## config.mk

```make
export PLATFORM = sky130hd
export DESIGN_NAME = rxd_queue
export DESIGN_NICKNAME = d
export VERILOG_FILES = /design/src/design/rle_xor_delta_frame_decoder_defines.svh /design/src/design/rxd_pkg.sv /design/src/design/rxd_queue.sv
export SDC_FILE = /design/constraint.sdc
export NUM_CORES = 1
export LEC_CHECK = 0
export ABC_AREA = 1
export BUFFER_PORTS_ARGS = -buffer_cell sky130_fd_sc_hd__buf_2
export CAP_MARGIN = 0
export CORE_MARGIN = 3
export CORE_UTILIZATION = 58
export CTS_BUF_LIST = sky130_fd_sc_hd__clkbuf_8
export DETAILED_ROUTE_END_ITERATION = 6
export PLACE_DENSITY = 0.95
export SLEW_MARGIN = 20
export SYNTH_ARGS = -nofsm -noshare
export SYNTH_HDL_FRONTEND = slang
export SYNTH_SLANG_ARGS = --single-unit
```

## constraint.sdc

```tcl
create_clock -name clk_i -period 7 [get_ports clk_i]
set_clock_uncertainty 0.2 [all_clocks]
set_input_delay 1.4 -clock clk_i [delete_from_list [all_inputs] [get_ports clk_i]]
set_output_delay 1.4 -clock clk_i [all_outputs]
set_load 0.02 [all_outputs]
```

## src/design/rle_xor_delta_frame_decoder_defines.svh

```systemverilog
// assertion macros for the rle xor delta frame decoder
`ifndef RLE_XOR_DELTA_FRAME_DECODER_DEFINES_SVH
`define RLE_XOR_DELTA_FRAME_DECODER_DEFINES_SVH

`ifndef SYNTHESIS

// property that must hold at every clock edge out of reset
`define RXD_ASSERT(lbl, clk, rst_n, prop) \
  lbl: assert property (@(posedge clk) disable iff (!rst_n) (prop)) \
    else $error("rxd assertion failed");

// implication checked at every clock edge out of reset
`define RXD_ASSERT_IMPLY(lbl, clk, rst_n, ante, cons) \
  lbl: assert property (@(posedge clk) disable iff (!rst_n) (ante) |-> (cons)) \
    else $error("rxd implication failed");

`else

`define RXD_ASSERT(lbl, clk, rst_n, prop)
`define RXD_ASSERT_IMPLY(lbl, clk, rst_n, ante, cons)

`endif

`endif

```

## src/design/rxd_pkg.sv

```systemverilog
package rxd_pkg;

  // default sizes
  localparam int unsigned FRAME_BYTES_DEF = 16384;
  localparam int unsigned QUEUE_DEPTH_DEF = 2;

  // bytes carried by one result, one store bank per byte lane
  localparam int unsigned LANES  = 4;
  localparam int unsigned LANE_W = $clog2(LANES);

  // field widths
  localparam int unsigned BYTE_W    = 8;
  localparam int unsigned COUNT_W   = 3;
  localparam int unsigned POS_OUT_W = 14;
  localparam int unsigned CFG_W     = 15;
  localparam int unsigned APB_AW    = 3;
  localparam int unsigned APB_DW    = 32;

  localparam logic [CFG_W-1:0] FRAME_SIZE_RESET = 15'd16384;

  // stream payload widths
  localparam int unsigned S_TDATA_W = 16;
  localparam int unsigned S_TUSER_W = 9;
  localparam int unsigned M_TDATA_W =
    ((LANES * BYTE_W + COUNT_W + POS_OUT_W + 7) / 8) * 8;
  localparam int unsigned M_TUSER_W = 2;

  typedef enum logic [7:0] {
    TYPE_KEY   = 8'd0,
    TYPE_DELTA = 8'd1
  } frame_type_e;

  typedef enum logic [1:0] {
    ST_OK       = 2'd0,
    ST_BAD_TYPE = 2'd1,
    ST_DROPPED  = 2'd2
  } status_e;

  // register index, taken from paddr bit 2
  typedef enum logic {
    REG_FRAME_SIZE = 1'b0
  } reg_idx_e;

  // classified run handed from front to back
  typedef struct packed {
    logic        delta;
    logic [7:0]  value;
    logic [7:0]  take;
    status_e     status;
  } item_t;

endpackage

```

## src/design/rxd_queue.sv

```systemverilog
module rxd_queue #(
  parameter int unsigned POS_W = 15,
  parameter int unsigned DEPTH = rxd_pkg::QUEUE_DEPTH_DEF
) (
  input  logic                 clk_i,
  input  logic                 rst_ni,
  input  logic                 push_i,
  input  rxd_pkg::item_t       push_item_i,
  input  logic [POS_W-1:0]     push_pos_i,
  output logic                 push_ready_o,
  output logic                 pop_valid_o,
  output rxd_pkg::item_t       pop_item_o,
  output logic [POS_W-1:0]     pop_pos_o,
  input  logic                 pop_i
);
  import rxd_pkg::*;

  localparam int unsigned PTR_W = (DEPTH > 1) ? $clog2(DEPTH) : 1;
  localparam int unsigned CNT_W = $clog2(DEPTH + 1);

  item_t             item_q [DEPTH];
  logic [POS_W-1:0]  pos_q  [DEPTH];
  logic [PTR_W-1:0]  wptr_q, wptr_d, rptr_q, rptr_d;
  logic [CNT_W-1:0]  cnt_q, cnt_d;
  logic              do_push, do_pop;

  assign push_ready_o = (cnt_q != CNT_W'(DEPTH));
  assign pop_valid_o  = (cnt_q != '0);
  assign pop_item_o   = item_q[rptr_q];
  assign pop_pos_o    = pos_q[rptr_q];

  assign do_push = push_i && push_ready_o;
  assign do_pop  = pop_i && pop_valid_o;

  // pointer and fill count
  always_comb begin
    wptr_d = wptr_q;
    rptr_d = rptr_q;
    cnt_d  = cnt_q;
    if (do_push) begin
      wptr_d = (wptr_q == PTR_W'(DEPTH - 1)) ? '0 : wptr_q + 1'b1;
    end
    if (do_pop) begin
      rptr_d = (rptr_q == PTR_W'(DEPTH - 1)) ? '0 : rptr_q + 1'b1;
    end
    if (do_push && !do_pop) begin
      cnt_d = cnt_q + 1'b1;
    end else if (do_pop && !do_push) begin
      cnt_d = cnt_q - 1'b1;
    end
  end

  always_ff @(posedge clk_i or negedge rst_ni) begin
    if (!rst_ni) begin
      wptr_q <= '0;
      rptr_q <= '0;
      cnt_q  <= '0;
    end else begin
      wptr_q <= wptr_d;
      rptr_q <= rptr_d;
      cnt_q  <= cnt_d;
    end
  end

  // entry storage
  always_ff @(posedge clk_i) begin
    if (do_push) begin
      item_q[wptr_q] <= push_item_i;
      pos_q[wptr_q]  <= push_pos_i;
    end
  end

endmodule

```

After elaboration in Yosys (flattened, before gate mapping)
Memory sizes are Yosys's and may differ from the RTL's.
Cells that the tools add are included.
{ "classes": {"eq_ne": 1, "n_reduce_logical": 8, "mux": 6, "n_addsub": 4} }
{ "ops": {"columns": ["operator", "count"], "rows": [
  ["logical AND 1 bit", 4],
  ["2-to-1 mux 1 bit", 4],
  ["2-to-1 mux 2 bit", 2],
  ["nonzero test 2 bit", 2],
  ["adder 1 bit, second input constant", 2],
  ["adder 2 x 1 -> 2 bit, second input constant", 1],
  ["logical NOT 1 bit", 2],
  ["inequality test 2 bit, second input constant", 1],
  ["subtractor 2 x 1 -> 2 bit, second input constant", 1]
]} }
{ "word_totals": {"ff_bits": 4, "in_bits": 38, "ramBits": 68, "memories": 2, "output_inout_bits": 36, "wordCells": 24} }
{ "memory_table": {"columns": ["name", "depth", "width", "rd", "rd_ports_with_merged_regs", "write_ports", "line_no", "source"], "rows": [
  ["item_q", 2, 19, 1, 0, 1, "rxd_queue.sv:21", "item_t item_q [DEPTH];"],
  ["pos_q", 2, 15, 1, 0, 1, "rxd_queue.sv:22", "logic [POS_W-1:0] pos_q [DEPTH];"]
]} }

Logic depth before layout (Yosys ltp)
{ "logic_depth": {"depth_word": 6, "mapped_depth": 10, "depth_no_buf": 10} }

Worst setup path before layout
Ideal clock, no wire load.
{ "synth_path": {"kind": "input to register", "start": "input port push_i", "end": "memory item_q[0][0] in the netlist's numbering, enable pin", "cell_stages": 2, "slack_ns": 3.460, "path_buffers": 0, "required_ns": 6.375, "t_arrival_ns": 2.915, "setup_time_ns": 0.425, "path_cell_list": "nand2_2 -> nor2_1"} }
{ "synth_via": {"elab_chain_cells": 3} }
{ "synth_rtl": {"columns": ["item", "line_no", "source"], "rows": [
  ["from (decl)", "rxd_queue.sv:7", "input logic push_i,"],
  ["logical AND 1 bit", "rxd_queue.sv:32", "assign do_push = push_i && push_ready_o;"],
  ["2-to-1 mux 1 bit", "rxd_queue.sv:67", "if (do_push) begin"],
  ["2-to-1 mux 1 bit (not written as such)", "rxd_queue.sv:68", "item_q[wptr_q] <= push_item_i;"],
  ["to (decl)", "rxd_queue.sv:21", null]
]} }
No other way between the ends.

==> results.sh <==
export IMPL_path_cells="inv_8 > nand2_1 > nand2_1 > buf_2"
export IMPL_ir_drop_uv=273.1
export IMPL_htreeDepth=3
export IMPL_cts_root_buf="clkbuf_8"
export IMPL_num_nets_final=322
export IMPL_die_height_um=74.97
export IMPL_post_cts_setup_buffers=0
export IMPL_ant_nets=0
export IMPL_finalHoldViolations=0
export IMPL_synth_area_um2=2759
export IMPL_synthCells=206
export IMPL_tritoncts="done"
export IMPL_cp_required_ns=5.40
export IMPL_rrSetupSlack_ns=4.98
export IMPL_viasPerCell=4.950
export IMPL_ys_ff_latch=72
export IMPL_cellLeakagePower_nw=1.464
export IMPL_holdBufCountCts=0
export IMPL_outcome="completed"
export IMPL_numCtsBuffers=9
export IMPL_antenna_cells=0
export IMPL_dp_cells=324
export IMPL_crit_type="flip-flop to primary output"
export IMPL_core_area_um2=4474
export IMPL_yosysWarnings=0
export IMPL_initialDrtViolationCount=92
export IMPL_grt_start_max_net_pins=37
export IMPL_die_x_um=74.97
export IMPL_design_power_total_mw=1.436
export IMPL_setup_viol=0
export IMPL_cts_buffer_depth=2
export IMPL_antenna_found_initial=0
export IMPL_ys_top_cells_by_area="edfxtp_1 (74%), nand2_1 (13%), dfrtp_1 (3.6%), nand2_2 (2.9%), buf_6 (1.2%)"
export IMPL_crit_path_start_kind="flip-flop"
export IMPL_die_area_um2=5621
export IMPL_place_gp_congestion=0.7162
export IMPL_grt_usage_pct=19.06
export IMPL_clock_latency_ns=0.33
export IMPL_yosysSeqAreaShare_pct=77.64
export IMPL_drv_cap=0
export IMPL_cp_arrival_ns=1.76
export IMPL_drc_errors=0
export IMPL_syn_nets=245
export IMPL_min_to="cnt_q[1]"
export IMPL_p_per_area_nw_per_um2=436.4
export IMPL_grt_pass1_wl_mm=7.562
export IMPL_clk_pin_slew_worst_paths_ns=0.06
export IMPL_crit_top_cell="nand2_1"
export IMPL_reg2reg_to="pos_q[1][0]"
export IMPL_wl_mm=4.920
export IMPL_yosysTopAreaCell="edfxtp_1"
export IMPL_endpoint_kind="primary output"
export IMPL_min_from="cnt_q[1]"
export IMPL_synth_top_area_share_pct=74.01
export IMPL_route_vias_total=1683
export IMPL_row_count=24
export IMPL_finalCriticalPeriod_ns=3.364
export IMPL_cp_max_fo=36
export IMPL_ctsResizeCount=0
export IMPL_max_stage_delay_ns=0.83
export IMPL_syn_area_per_cell_um2=13.39
export IMPL_dr_pass1_iters=4
export IMPL_final_setup_tns_ns=0
export IMPL_reg2regPathDepth=4
export IMPL_ioPinCount=74
export IMPL_fmax_ghz=0.2972
export IMPL_detail_route_wl_per_cell_um=14.47
export IMPL_post_route_period_util_pct=48.06
export IMPL_cpMaxStageDelayCell="dfrtp_2"
export IMPL_drv_slew=0
export IMPL_grt_overflow=0
export IMPL_hpwl_mm=3.194
export IMPL_ys_types=16
export IMPL_port_buffers=73
export IMPL_initial_core_util_pct=61.66
export IMPL_hold_depth=2
export IMPL_worstMarginPinSlew_ns=0.9831
export IMPL_slew_headroom_pct=34.30
export IMPL_synthToLayoutAreaGrowth_pct=19.27
export IMPL_rsz0062_at_grt="false"
export IMPL_n_fill_cell=295
export IMPL_reg2reg_from="cnt_q[0]"
export IMPL_stdcell_count=340
export IMPL_cts_sinks=72
export IMPL_worstHoldPathType="flip-flop to flip-flop"
export IMPL_first_global_vias=1703
export IMPL_drive_above_1_share_pct=35.42
layer usage:
| layer | global-route usage (%) | part of all wire [%] |
|---|---|---|
| met1 | 22.76 | 43 |
| met2 | 30.27 | 48 |
| met3 | 5.874 | 6.5 |
| met4 | 11.86 | 2.3 |
| met5 | 0 | 0 |
stage by stage:
stage	setup slack [ns]	hold slack, ns	instance area [µm²]	utilization, %
2_1_floorplan	3.460	0.2812	2759	-
3_3_place_gp	3.595	0.2978	3128	69.91
3_5_place_dp	4.004	0.3079	3129	69.94
4_1_cts	3.642	0.3213	3291	73.55
5_1_grt	3.532	0.3462	3291	73.55
6_report	3.636	0.3201	3291	73.55
synth_stat cells, drive strengths merged:
cell    count
nor2        2
xnor2       1
dfrtp       4
nand3       2
inv         7
buf         7
nand2     112
ha          1
nand4       1
edfxtp     68
xor2        1
state kept, by name, summed over array words and instances (netlist names):
register,count
item_q,38
pos_q,30
cnt_q,2
rptr_q,1
wptr_q,1
report_power, final:
group	switching, mW	internal, mW	leakage [nW]	total [mW]
Sequential	0.0646	0.592	0.679	0.657
Clock	0.134	0.131	0.102	0.265
Combinational	0.362	0.152	0.682	0.514
Total	0.561	0.876	1.46	1.44
logic make-up after synthesis:
family | Yosys count | synth area share, %
AND/OR/NAND/NOR | 117 | 17.28
flip-flops | 72 | 77.64
buffers and inverters | 14 | 3.991
XOR/XNOR | 2 | 0.6350
adder cells (fa/ha/maj) | 1 | 0.4534
worst max path at each step:
stage / startpoint / cells past startpoint / endpoint / slack (ns)
2_1_floorplan: push_i / 2 / item_q[0][0] / 3.46
3_3_place_gp: rptr_q / 4 / pop_item_o[7] / 3.59
3_5_place_dp: push_i / 3 / pos_q[0][6] / 4.00
4_1_cts: rptr_q / 4 / pop_item_o[3] / 3.64
5_1_grt: rptr_q / 4 / pop_item_o[3] / 3.53
6_report: rptr_q / 4 / pop_item_o[3] / 3.64
critical path, delay by kind of cell (launching register included):
kind	cells	cell delay, ns
flops	1	0.83
buf+inv	2	0.37
simple gates	2	0.21
cells in the final DEF (no fill, tap or decap):
cell type,Yosys,final
nand2_1,99,99
clkbuf_8,0,10
inv_1,5,10
xnor2_1,1,1
nand3_1,2,2
edfxtp_1,68,68
dfrtp_1,4,3
nor2_4,0,2
inv_2,1,1
dfrtp_2,0,1
clkinv_2,0,1
xor2_1,1,1
nand4_1,1,1
inv_8,1,1
ha_1,1,1
buf_2,0,73
nand2_2,13,13
layout make-up:
type / instances / area, µm² / area share [%]
inverters: 7 / 33.78 / 1.027
clock buffers: 10 / 137.6 / 4.183
clock inverters: 6 / 23.77 / 0.7224
flip-flops and latches: 72 / 2143 / 65.13
well taps: 52 / 65.06 / 1.977
repair buffers: 73 / 365.4 / 11.10
multi-input cells: 120 / 521.8 / 15.86
No activity file was read; power rests on OpenSTA's default activity.
