**config.mk**
```make
export PLATFORM = sky130hd
export DESIGN_NAME = rxd_front
export DESIGN_NICKNAME = d
export VERILOG_FILES = /design/src/design/rle_xor_delta_frame_decoder_defines.svh /design/src/design/rxd_pkg.sv /design/src/design/rxd_front.sv
export SDC_FILE = /design/constraint.sdc
export NUM_CORES = 1
export LEC_CHECK = 0
export ABC_AREA = 1
export BUFFER_PORTS_ARGS = -buffer_cell sky130_fd_sc_hd__buf_2
export CAP_MARGIN = 25
export CORE_UTILIZATION = 54
export DETAILED_ROUTE_END_ITERATION = 10
export GPL_TIMING_DRIVEN = 0
export PLACE_DENSITY = 0.95
export SLEW_MARGIN = 20
export SYNTH_ARGS = -nofsm -noshare
export SYNTH_HDL_FRONTEND = slang
export SYNTH_SLANG_ARGS = --single-unit
```
**constraint.sdc**
```tcl
create_clock -name clk_i -period 6.5 [get_ports clk_i]
set_input_delay 0.975 -clock clk_i [delete_from_list [all_inputs] [get_ports clk_i]]
set_output_delay 0.975 -clock clk_i [all_outputs]
set_load 0.02 [all_outputs]
```
**src/design/rle_xor_delta_frame_decoder_defines.svh**
```systemverilog
// assertion macros for the rle xor delta frame decoder
`ifndef RLE_XOR_DELTA_FRAME_DECODER_DEFINES_SVH
`define RLE_XOR_DELTA_FRAME_DECODER_DEFINES_SVH

`ifndef SYNTHESIS

// property that must hold at every clock edge out of reset
`define RXD_ASSERT(lbl, clk, rst_n, prop) \
  lbl: assert property (@(posedge clk) disable iff (!rst_n) (prop)) \
    else $error("rxd assertion failed");

// implication checked at every clock edge out of reset
`define RXD_ASSERT_IMPLY(lbl, clk, rst_n, ante, cons) \
  lbl: assert property (@(posedge clk) disable iff (!rst_n) (ante) |-> (cons)) \
    else $error("rxd implication failed");

`else

`define RXD_ASSERT(lbl, clk, rst_n, prop)
`define RXD_ASSERT_IMPLY(lbl, clk, rst_n, ante, cons)

`endif

`endif

```
**src/design/rxd_pkg.sv**
```systemverilog
package rxd_pkg;

  // default sizes
  localparam int unsigned FRAME_BYTES_DEF = 16384;
  localparam int unsigned QUEUE_DEPTH_DEF = 2;

  // bytes carried by one result, one store bank per byte lane
  localparam int unsigned LANES  = 4;
  localparam int unsigned LANE_W = $clog2(LANES);

  // field widths
  localparam int unsigned BYTE_W    = 8;
  localparam int unsigned COUNT_W   = 3;
  localparam int unsigned POS_OUT_W = 14;
  localparam int unsigned CFG_W     = 15;
  localparam int unsigned APB_AW    = 3;
  localparam int unsigned APB_DW    = 32;

  localparam logic [CFG_W-1:0] FRAME_SIZE_RESET = 15'd16384;

  // stream payload widths
  localparam int unsigned S_TDATA_W = 16;
  localparam int unsigned S_TUSER_W = 9;
  localparam int unsigned M_TDATA_W =
    ((LANES * BYTE_W + COUNT_W + POS_OUT_W + 7) / 8) * 8;
  localparam int unsigned M_TUSER_W = 2;

  typedef enum logic [7:0] {
    TYPE_KEY   = 8'd0,
    TYPE_DELTA = 8'd1
  } frame_type_e;

  typedef enum logic [1:0] {
    ST_OK       = 2'd0,
    ST_BAD_TYPE = 2'd1,
    ST_DROPPED  = 2'd2
  } status_e;

  // register index, taken from paddr bit 2
  typedef enum logic {
    REG_FRAME_SIZE = 1'b0
  } reg_idx_e;

  // classified run handed from front to back
  typedef struct packed {
    logic        delta;
    logic [7:0]  value;
    logic [7:0]  take;
    status_e     status;
  } item_t;

endpackage

```
**src/design/rxd_front.sv**
```systemverilog
module rxd_front #(
  parameter int unsigned FRAME_BYTES = rxd_pkg::FRAME_BYTES_DEF,
  localparam int unsigned POS_W = $clog2(FRAME_BYTES) + 1
) (
  input  logic                          clk_i,
  input  logic                          rst_ni,
  input  logic                          s_tvalid_i,
  output logic                          s_tready_o,
  input  logic [rxd_pkg::S_TDATA_W-1:0] s_tdata_i,
  input  logic [rxd_pkg::S_TUSER_W-1:0] s_tuser_i,
  input  logic [rxd_pkg::CFG_W-1:0]     frame_size_i,
  output logic                          push_o,
  output rxd_pkg::item_t                push_item_o,
  output logic [POS_W-1:0]              push_pos_o,
  input  logic                          push_ready_i
);
  import rxd_pkg::*;

  localparam int unsigned CMP_W = (POS_W > CFG_W) ? POS_W : CFG_W;

  logic [7:0]       frame_type;
  logic             frame_start;
  logic [7:0]       run_count;
  logic [7:0]       run_value;
  logic             accept, bad_type, dropped;
  logic [POS_W-1:0] base, limit, avail;
  logic [CMP_W-1:0] limit_wide;
  logic [7:0]       take;
  logic [POS_W-1:0] wp_q, wp_d;

  // unpack the item
  assign frame_type  = s_tuser_i[7:0];
  assign frame_start = s_tuser_i[8];
  assign run_count   = s_tdata_i[7:0];
  assign run_value   = s_tdata_i[15:8];

  assign s_tready_o = push_ready_i;
  assign accept     = s_tvalid_i && s_tready_o;
  assign bad_type   = (frame_type != TYPE_KEY) && (frame_type != TYPE_DELTA);

  // room left in the frame and the part of the run that fits
  always_comb begin
    base       = frame_start ? '0 : wp_q;
    limit_wide = (CMP_W'(frame_size_i) > CMP_W'(FRAME_BYTES)) ?
                 CMP_W'(FRAME_BYTES) : CMP_W'(frame_size_i);
    limit      = POS_W'(limit_wide);
    avail      = (base < limit) ? (limit - base) : '0;
    if (CMP_W'(run_count) < CMP_W'(avail)) begin
      take = run_count;
    end else begin
      take = 8'(avail);
    end
    dropped = (CMP_W'(run_count) > CMP_W'(avail));
  end

  // classified item for the back end
  always_comb begin
    push_item_o.delta  = (frame_type == TYPE_DELTA);
    push_item_o.value  = run_value;
    push_item_o.take   = bad_type ? 8'd0 : take;
    if (bad_type) begin
      push_item_o.status = ST_BAD_TYPE;
    end else if (dropped) begin
      push_item_o.status = ST_DROPPED;
    end else begin
      push_item_o.status = ST_OK;
    end
    push_pos_o = bad_type ? wp_q : base;
  end

  // zero-length runs only move the write position
  assign push_o = accept && (bad_type || (run_count != 8'd0));

  always_comb begin
    wp_d = wp_q;
    if (accept && !bad_type) begin
      wp_d = base + POS_W'(take);
    end
  end

  always_ff @(posedge clk_i or negedge rst_ni) begin
    if (!rst_ni) begin
      wp_q <= '0;
    end else begin
      wp_q <= wp_d;
    end
  end

endmodule

```
==> Yosys cells after proc, flatten, opt, wreduce, memory -nomap -nowiden <==
Index checks and enable logic that the tools add are counted.
Widths: inputs -> output; s select.
{ "word_totals": {"ff_bits": 15, "latchBits": 0, "mem_bits_rw": 0, "mem_bits_ro": 0, "inputBits": 44, "out_inout_bits": 36, "wordCells": 25, "memories": 0} }
{ "op_classes": {"add_sub_neg": 2, "mul": 0, "div": 0, "order_cmp": 4, "eq_ne": 2, "shift": 0, "mux": 8, "n_bitwise": 0, "reduce_logical": 8} }
{ "op_table": {"columns": ["cell", "n"], "rows": [
  ["$mux 15", 4],
  ["$mux 8", 2],
  ["$reduce_bool 8->1", 2],
  ["$add 15x8->15", 1],
  ["$gt 15x15->1 const B", 1],
  ["$gt 8x15->1", 1],
  ["$lt 15x15->1", 1],
  ["$lt 8x15->1", 1],
  ["$sub 15x15->15", 1],
  ["$eq 8x1->1 const B", 1],
  ["$ne 8x1->1 const B", 1],
  ["$logic_and 1x1->1", 4],
  ["$mux 2", 2],
  ["$logic_not 1->1", 1],
  ["$logic_or 1x1->1", 1]
]} }

==> Longest topological paths before layout <==
Gate-level depths: netlist of the first run.
{ "logic_depth": {"word_depth": 7, "mapped_depth": 47, "depth_no_buf": 46} }

==> Worst setup path before layout of the first run <==
Ideal clock, no wire load.
{ "synth_timing": {"kind": "input-to-reg", "start": "input frame_size_i[12] (netlist bit)", "end": "register wp_q[10]", "setup_time_ns": 0.079, "arrival_time_ns": 5.684, "required_time_ns": 6.421, "setup_slack_ns": 0.736, "path_stages": 42, "n_path_buf": 1, "path_cell_list": "inv_1 nand4_1 nor3_1 nand3_1 nand2_1 inv_1 clkbuf_1 nor2_1 ha_1 nand2_1 o21ai_0 a21oi_1 nand2_1 nand2_2 a21oi_1 o21ai_0 ha_1 nand3_1 [... 6 more ...] nand2_1 nand3_1 nor2_4 nand3_4 nand3_1 nand2_1 ha_1 fa_1 nand3_1 nand3_1 nand2_1 nand2_1 a21oi_1 nor2_1 o21ai_0 a21boi_0 nand2_1 xor2_1"} }
{ "synth_via": {"elab_chain_len": 7, "word_cells_on_any_way": 8, "cone_classes": "add/sub: 2; order compare: 3; mux: 3"} }
{ "synth_rtl": {"columns": ["element", "line_no", "rtl"], "rows": [
  ["from (decl)", "rxd_front.sv:11", "input logic [rxd_pkg::CFG_W-1:0] frame_size_i,"],
  ["$gt 15x15->1", "rxd_front.sv:44", "limit_wide = (CMP_W'(frame_size_i) > CMP_W'(FRAME_BYTES)) ?"],
  ["$mux 15 (*)", "rxd_front.sv:44", null],
  ["$sub 15x15->15 / $lt 15x15->1 (equally long branches)", "rxd_front.sv:47", "avail = (base < limit) ? (limit - base) : '0;"],
  ["$mux 15 (*)", "rxd_front.sv:47", null],
  ["$lt 8x15->1", "rxd_front.sv:48", "if (CMP_W'(run_count) < CMP_W'(avail)) begin"],
  ["$mux 8 (*)", "rxd_front.sv:48", null],
  ["$add 15x8->15 (*)", "rxd_front.sv:77", "wp_d = base + POS_W'(take);"],
  ["to (signal assigned)", "rxd_front.sv:85", "wp_q <= wp_d;"],
  ["to (decl)", "rxd_front.sv:29", "logic [POS_W-1:0] wp_q, wp_d;"]
]} }
Mark *: on every way between the ends. The rest lies on a longest branch, timed or not.
A chain may end at the register's enable or synchronous reset.

==> Worst setup path after layout of the first run <==
{ "layout_timing": {"start": "input frame_size_i[0] (netlist bit)", "end": "register wp_q[13]"} }
The elaborated chain is that of the path after synthesis.

==> summary.txt, run 1 <==
Status
  • Status: finished, final reports clean

Worst setup path
  • R2r setup slk: 1.22 ns
  • Worst EP required: between 6 and 7 ns
  • Reg-to-reg startpoint: wp_q[2]
  • Worst reg2reg path depth: between 40 and 50
  • R2R Path End: wp_q[13]
  • Worst Path Arrival: roughly 6.3 ns
  • Critical Path Max Stage Delay: 0.34 ns
  • Crit-path most repeated cell: nand2_1
  • Crit path capture type: flop
  • Startpoint types: input port
  • Slowest CP cell: ha_1
  • Crit-path max FO: 10
  • Crit Path Class: input port to flop

CTS
  • CTS Buf Count: 3
  • Clock sink count: 15
  • Worst-path clk slew: ~0.06 ns
  • H-tree levels: 1
  • TritonCTS clock tree: done
  • Root Driver: clkbuf_8
  • Worst-skew pair later-pin latency: 0.25 ns
  • Maximum buffer depth of the clock tree: 2

Cells and area
  • Ant. Diodes: 0
  • Fin util: between 70% and 80%
  • Max FFs per register: 15
  • Area Overhead vs Synth: 22.1%
  • Most frequent cells in the layout: 101 x nand2_1, 88 x inv_1, 73 x buf_2
  • Multi-input logic area: roughly 2100 um^2
  • Largest Register: wp_q
  • Biggest regs: wp_q (15)
  • Most common cell after layout, fill and taps aside: nand2_1
  • Fin nets: roughly 620
  • Register Area: around 380 um^2
  • Final instance area: about 3400 um^2
  • Fraction of layout cells with a size suffix above 1: approximately 25%
  • Filler instances: about 400

Power
  • VDD IR max: between 100 and 150 uV
  • Comb pwr share: between 60% and 70%
  • Clk pwr share: ~17%
  • Total chip power: 0.000451 W
  • Lkg Pwr: 1.90 nW
  • PD cells: between 100 and 150 nW/um^2
  • Switching power share of the total: between 40% and 50%
  • NetSw: about 0.00021 W
  • Pint: around 0.00024 W
  • Sequential Power Share: between 20 and 25%

Synth
  • Cell count after synthesis: about 470
  • Post-synth EDFFs: 0
  • Mux share of post-synthesis cell area: 0%
  • Syn Area/Cell: a little under 6 um^2
  • #FFs+latches synth: 15
  • Fraction of synthesized cell area in xor and xnor cells: 4.07%
  • Synthesized area: approximately 2800 um^2
  • Post-Syn Nets: 543
  • Simple-gate share of the synthesized area: roughly 40%
  • Area share of fa/ha/maj cells after synthesis: between 10% and 20%
  • Sequential cell area fraction in the yosys report: ~14%
  • Distinct cells, synth: 38
  • Ys flop type: dfrtp_1
  • Largest family of logic cells by synthesized area: simple AND/OR/NAND/NOR gates
  • Ys Warns: 0
  • Compound-Gate Fraction of Synth Area: a little over a tenth
  • Post-synth ARST share: 100%

Min path
  • Hold endpoint: wp_q[11]
  • Worst Min Path Start: wp_q[11]
  • Worst hold stages: 2
  • Hold WC Path Type: flop to flop

Route
  • Post-DRT Antenna Nets: 0
  • Drt wl/cell: roughly 13 um
  • Detailed Route Iter0 Violations: 310
  • DRC: 0
  • Total Routed Length: 8160 um
  • First drt pass iteration count: 5
  • Routed via count: about 3,300
  • Vias per Instance: approximately 5.5

Timing
  • Setup Skew: roughly 0.0053 ns
  • Tcrit/Tclk final: a little over nine tenths
  • Fin worst setup slack: about 0.34 ns
  • Worst slew pin tran: about 0.5 ns
  • Final hold violations: 0
  • Unrepaired setup endpoints after global routing: yes
  • Setup TNS: 0 ns
  • Max Fclk: 0.162 GHz
  • Relative slew margins: 66.6%
  • Final setup vio count: 0
  • Fin. max-slew vios: 0
  • Fin crit period: approximately 6 ns

Global route
  • Antenna violations before repair: 0
  • Largest net degree at the start of global routing: 16
  • GRT Residual Overflow: 0
  • First-pass GRT wire length: ~12,000 um
  • All-Layer GR Usage: 28.3%
  • Vias in the first global route: roughly 2,800

Die
  • Num ports: 80
  • Num rows: 25
  • Total core area: ~4800 um^2
  • Die width: 73.6 um
  • Starting density of the core: 57.5%
  • DIE HEIGHT: roughly 74 um
  • Die area: 5420 um^2

Placed design
  • Hpwl dp: 6450 um
  • I/O Buffers: 71
  • Routability Congestion: 0.948
  • DP Worst Slack: -0.318 ns
  • Placed cell area: about 3200 um^2

Run
  • MaxCap Viol Count: 0
-- worst max path at each step --
stage / end / startpoint / cells past startpoint
floorplan: wp_q[10] / frame_size_i[12] / 42
global placement: wp_q[10] / frame_size_i[0] / 43
detailed placement: wp_q[13] / frame_size_i[0] / 45
CTS: wp_q[10] / frame_size_i[0] / 43
global route: wp_q[13] / frame_size_i[0] / 45
finish: wp_q[13] / frame_size_i[0] / 45
-- metal layers --
| layer | GRT usage, % | share of wire (%) | vias to the layer above |
|---|---|---|---|
| li1 | - | - | 1621 |
| met5 | 0 | 0 | - |
| met1 | 34.9 | 40 | 1517 |
| met3 | 2.19 | 6.9 | 27 |
| met2 | 50.4 | 51 | 161 |
| met4 | 11.8 | 2.8 | 0 |
-- Yosys cell counts, types with 2 or more instances --
library cell / number / area share (%)
nand2_1: 102 / 14
inv_1: 88 / 12
nor2_1: 73 / 9.9
ha_1: 31 / 14
nand3_1: 30 / 5.4
a21oi_1: 24 / 4.3
o21ai_0: 17 / 3.1
dfrtp_1: 15 / 14
buf_4: 10 / 2.7
nand2_2: 10 / 2.3
nand4_1: 9 / 2.0
nor4_1: 7 / 1.6
xor2_1: 6 / 1.9
clkbuf_1: 5 / 0.68
xnor2_1: 5 / 1.6
a21oi_2: 3 / 0.95
nor2_2: 3 / 0.68
fa_1: 2 / 1.4
nand3_2: 2 / 0.72
nor2_4: 2 / 0.81
nor3_1: 2 / 0.36
o2111ai_1: 2 / 0.63
o21ai_2: 2 / 0.63
o22ai_1: 2 / 0.45
-- worst max-delay path: cells and delay by family --
family / cells / cell delay, ns
buffers and inverters: 5 / 0.57
adders and majority gates: 3 / 0.81
AOI/OAI and AO/OA: 6 / 0.88
and+or+nand+nor: 31 / 3.02
-- metrics by stage --
step           hold slack, ns  cells
2_1_floorplan           0.453    466
3_3_place_gp            0.478    604
3_5_place_dp            0.486    604
4_1_cts                 0.525    608
5_1_grt                 0.562    610
6_report                0.520    610
-- layout make-up --
cell class	instances	share of cell area (%)
Sequential cell	15	11.1
Multi-Input combinational cell	346	61.3
Inverter	89	9.89
Tap cell	67	2.48
Timing Repair Buffer	73	11.0
Clock buffer	4	1.33
Buffer	16	2.96
-- power by group through the flow --
stage | registers (W) | logic, W | clock network (W)
2_1_floorplan | 0.000101 | 0.000188 | 0
3_3_place_gp | 0.000101 | 0.000243 | 0
3_5_place_dp | 0.000101 | 0.000252 | 0
4_1_cts | 0.0000996 | 0.000254 | 0.0000767
5_1_grt | 0.000100 | 0.000305 | 0.0000797
6_report | 0.0000996 | 0.000276 | 0.0000758
-- kinds of logic after synthesis --
logic type      Yosys count
compound gates           53
flops                    15
xor+xnor                 12
simple gates            248
fa+ha+maj                33
buf+inv                 105
-- timing repair --
action	in CTS	in global routing
setup endpoints to repair	6	16
setup buffers	0	2
endpoints found under the hold margin	0	0
pin swaps	0	8
resized for setup	2	28
hold buffers	0	0
(Power assumes the default switching activity.)
==> run 2: changes to the inputs <==
- ABC_CLOCK_PERIOD_IN_PS: unset -> 6500
- CORE_ASPECT_RATIO: unset -> 2
- PLACE_DENSITY: 0.95 -> 0.89
==> summary.txt, run 2 (synthesis gave the netlist of run 1 again) <==
CTS
  • Root Driver: clkbuf_8
  • CTS Buf Count: 3 (unchanged)
  • H-tree levels: 1 (unchanged)
  • Clock sink count: 15 (unchanged)
  • TritonCTS clock tree: done
  • Worst-path clk slew: 0.06 ns (about the same)
  • Cts hold-fix bufs: 0 (unchanged)
  • Worst-skew pair later-pin latency: 0.24 ns (about the same)
  • Maximum buffer depth of the clock tree: 2 (unchanged)

Placed design
  • Routability Congestion: 0.960 (+1.3%)
  • Hpwl dp: 6850 um (+6.3%)
  • DP Cell Count: 594 (-1.7%)
  • I/O Buffers: 71 (unchanged)
  • Placed cell area: 3200 um^2 (-0.39%)

Worst setup path
  • Startpoint types: input port
  • Crit path capture type: flop
  • Worst Path Arrival: 6.34 ns (+0.04 ns)
  • Critical Path Max Stage Delay: 0.37 ns (+0.03 ns)
  • Crit Path Class: input port to flop
  • Crit-path most repeated cell: nand2_1
  • Worst EP required: 6.66 ns (+0.02 ns)
  • Crit-path max FO: 10 (unchanged)
  • Slowest CP cell: fa_2

Global route
  • Grt met2 use: 57.9% (+7.6 points)
  • Met3 usage: 1.75% (-0.44 points)
  • Largest net degree at the start of global routing: 16 (unchanged)
  • Vias in the first global route: 2,899 (+2.4%)
  • Antenna violations before repair: 0 (unchanged)
  • GRT Residual Overflow: 0 (unchanged)
  • M1 GR Usage: 28.5% (-6.5 points)
  • Gr busiest metal: met2
  • All-Layer GR Usage: 29.6% (+1.3 points)
  • First-pass GRT wire length: 12,100 um (+1.4%)

Die
  • Num ports: 80 (unchanged)
  • Num rows: 36 (+44%)
  • Die area: 5440 um^2 (+0.33%)
  • Die width: 52.6 um (-28%)
  • Starting density of the core: 56.4% (-1.1 points)
  • DIE HEIGHT: 103 um (+40%)
  • Total core area: 4910 um^2 (+1.9%)

Power
  • PD cells: 133 nW/um^2 (-0.77%)
  • Lkg Pwr: 1.93 nW (+1.7%)
  • VDD IR max: 177 uV (+25%)

Timing
  • Worst slew pin tran: 0.498 ns (+0.00192 ns)
  • Relative slew margins: 66.6% (about the same)
  • Max Fclk: 0.162 GHz (-0.25%)
  • Final setup vio count: 0 (unchanged)
  • Fin crit period: 6.18 ns (+0.0152 ns)
  • Tcrit/Tclk final: 95.0% (+0.23 points)
  • Setup Skew: 0.00192 ns (-0.00342 ns)
  • Fin. max-slew vios: 0 (unchanged)
  • Final hold violations: 0 (unchanged)

Cells and area
  • Most frequent cells in the layout: 97 x nand2_1, 88 x inv_1, 72 x buf_2
  • Ant. Diodes: 0 (unchanged)
  • Final Non-Filler Cells: 608 (-0.33%)
  • Filler instances: 415 (+1.5%)
  • Final instance area: 3450 um^2 (+2.2%)
  • Fraction of layout cells with a size suffix above 1: 27.4% (+2.7 points)
  • Max FFs per register: 15 (unchanged)
  • Most common cell after layout, fill and taps aside: nand2_1
  • Area Overhead vs Synth: 24.8%
  • Fin nets: 629 (+1.3%)
  • Largest Register: wp_q
  • Biggest regs: wp_q (15)

Route
  • Detailed Route Iter0 Violations: 102 (-67%)
  • DRC: 0 (unchanged)
  • Post-DRT Antenna Nets: 0 (unchanged)
  • Routed via count: 3,315 (-0.33%)
  • Drt wl/cell: 13.7 um (+2.5%)
  • Vias per Instance: 5.45 (about the same)
  • Total Routed Length: 8340 um (+2.2%)
  • First drt pass iteration count: 5 (unchanged)

Status
  • Status: finished, final reports clean

Run
  • MaxCap Viol Count: 0 (unchanged)

Min path
  • Hold WC Path Type: flop to flop
-- run 2: through the flow --
| step | total power [W] | setup TNS (ns) | setup WS (ns) | hold slack [ns] | util [%] |
|---|---|---|---|---|---|
| final | 0.000458 | 0 | 0.324 | 0.517 | 70.4 |
| after global routing | 0.000493 | -0.0545 | -0.0264 | 0.552 | 70.4 |
| after CTS | 0.000432 | 0 | 0.0130 | 0.525 | 66.4 |
| after detailed placement | 0.000355 | -3.36 | -0.518 | 0.511 | 65.1 |
| after global placement | 0.000348 | -1.89 | -0.322 | 0.476 | 65.1 |
| after floorplan | 0.000289 | 0 | 0.736 | 0.453 | - |
-- run 2: final cells by class --
| type | count | area (um^2) | area share (%) |
|---|---|---|---|
| Tap cell | 57 | 71.3 | 2.06 |
| Buffer | 16 | 103 | 2.97 |
| Inverter | 89 | 334 | 9.67 |
| Sequential cell | 15 | 375 | 10.9 |
| Timing Repair Buffer | 81 | 430 | 12.5 |
| Clock buffer | 4 | 45.0 | 1.30 |
| Multi-Input combinational cell | 346 | 2100 | 60.7 |
-- run 2: power by group --
part / switching, W / internal, W / total, W
logic: 0.000178 / 0.000107 / 0.000286
registers: 0.00000183 / 0.0000982 / 0.000100
clock network: 0.0000289 / 0.0000433 / 0.0000722
total: 0.000209 / 0.000249 / 0.000458
-- run 2: worst paths after layout --
path	from	endpoint	slack (ns)	depth (start not counted)
max	frame_size_i[12]	wp_q[12]	0.32	45
min	wp_q[5]	wp_q[5]	0.52	2
max reg2reg	wp_q[1]	wp_q[12]	1.17	39
min reg2reg	wp_q[5]	wp_q[5]	0.52	2
max in group asynchronous	rst_ni	wp_q[6]	5.62	1
min in group asynchronous	rst_ni	wp_q[1]	0.63	1
-- run 2: critical path, delay by kind of cell --
| kind | cells | cell delay (ns) |
|---|---|---|
| buf+inv | 5 | 0.60 |
| simple gates | 32 | 3.14 |
| xor+xnor | 1 | 0.16 |
| fa+ha+maj | 3 | 0.90 |
| compound gates | 4 | 0.54 |
-- run 2: repair_timing --
action	CTS	global route
resized for setup	7	31
pin swaps	0	13
endpoints found under the hold margin	0	0
buffers inserted	0	10
setup endpoints to repair	8	16
cloned	0	0
-- run 2: routing by layer --
metal	up-vias	share of wire, %
li1	1639	-
met2	138	56
met3	40	3.0
met4	0	5.7
met5	-	0
met1	1498	35
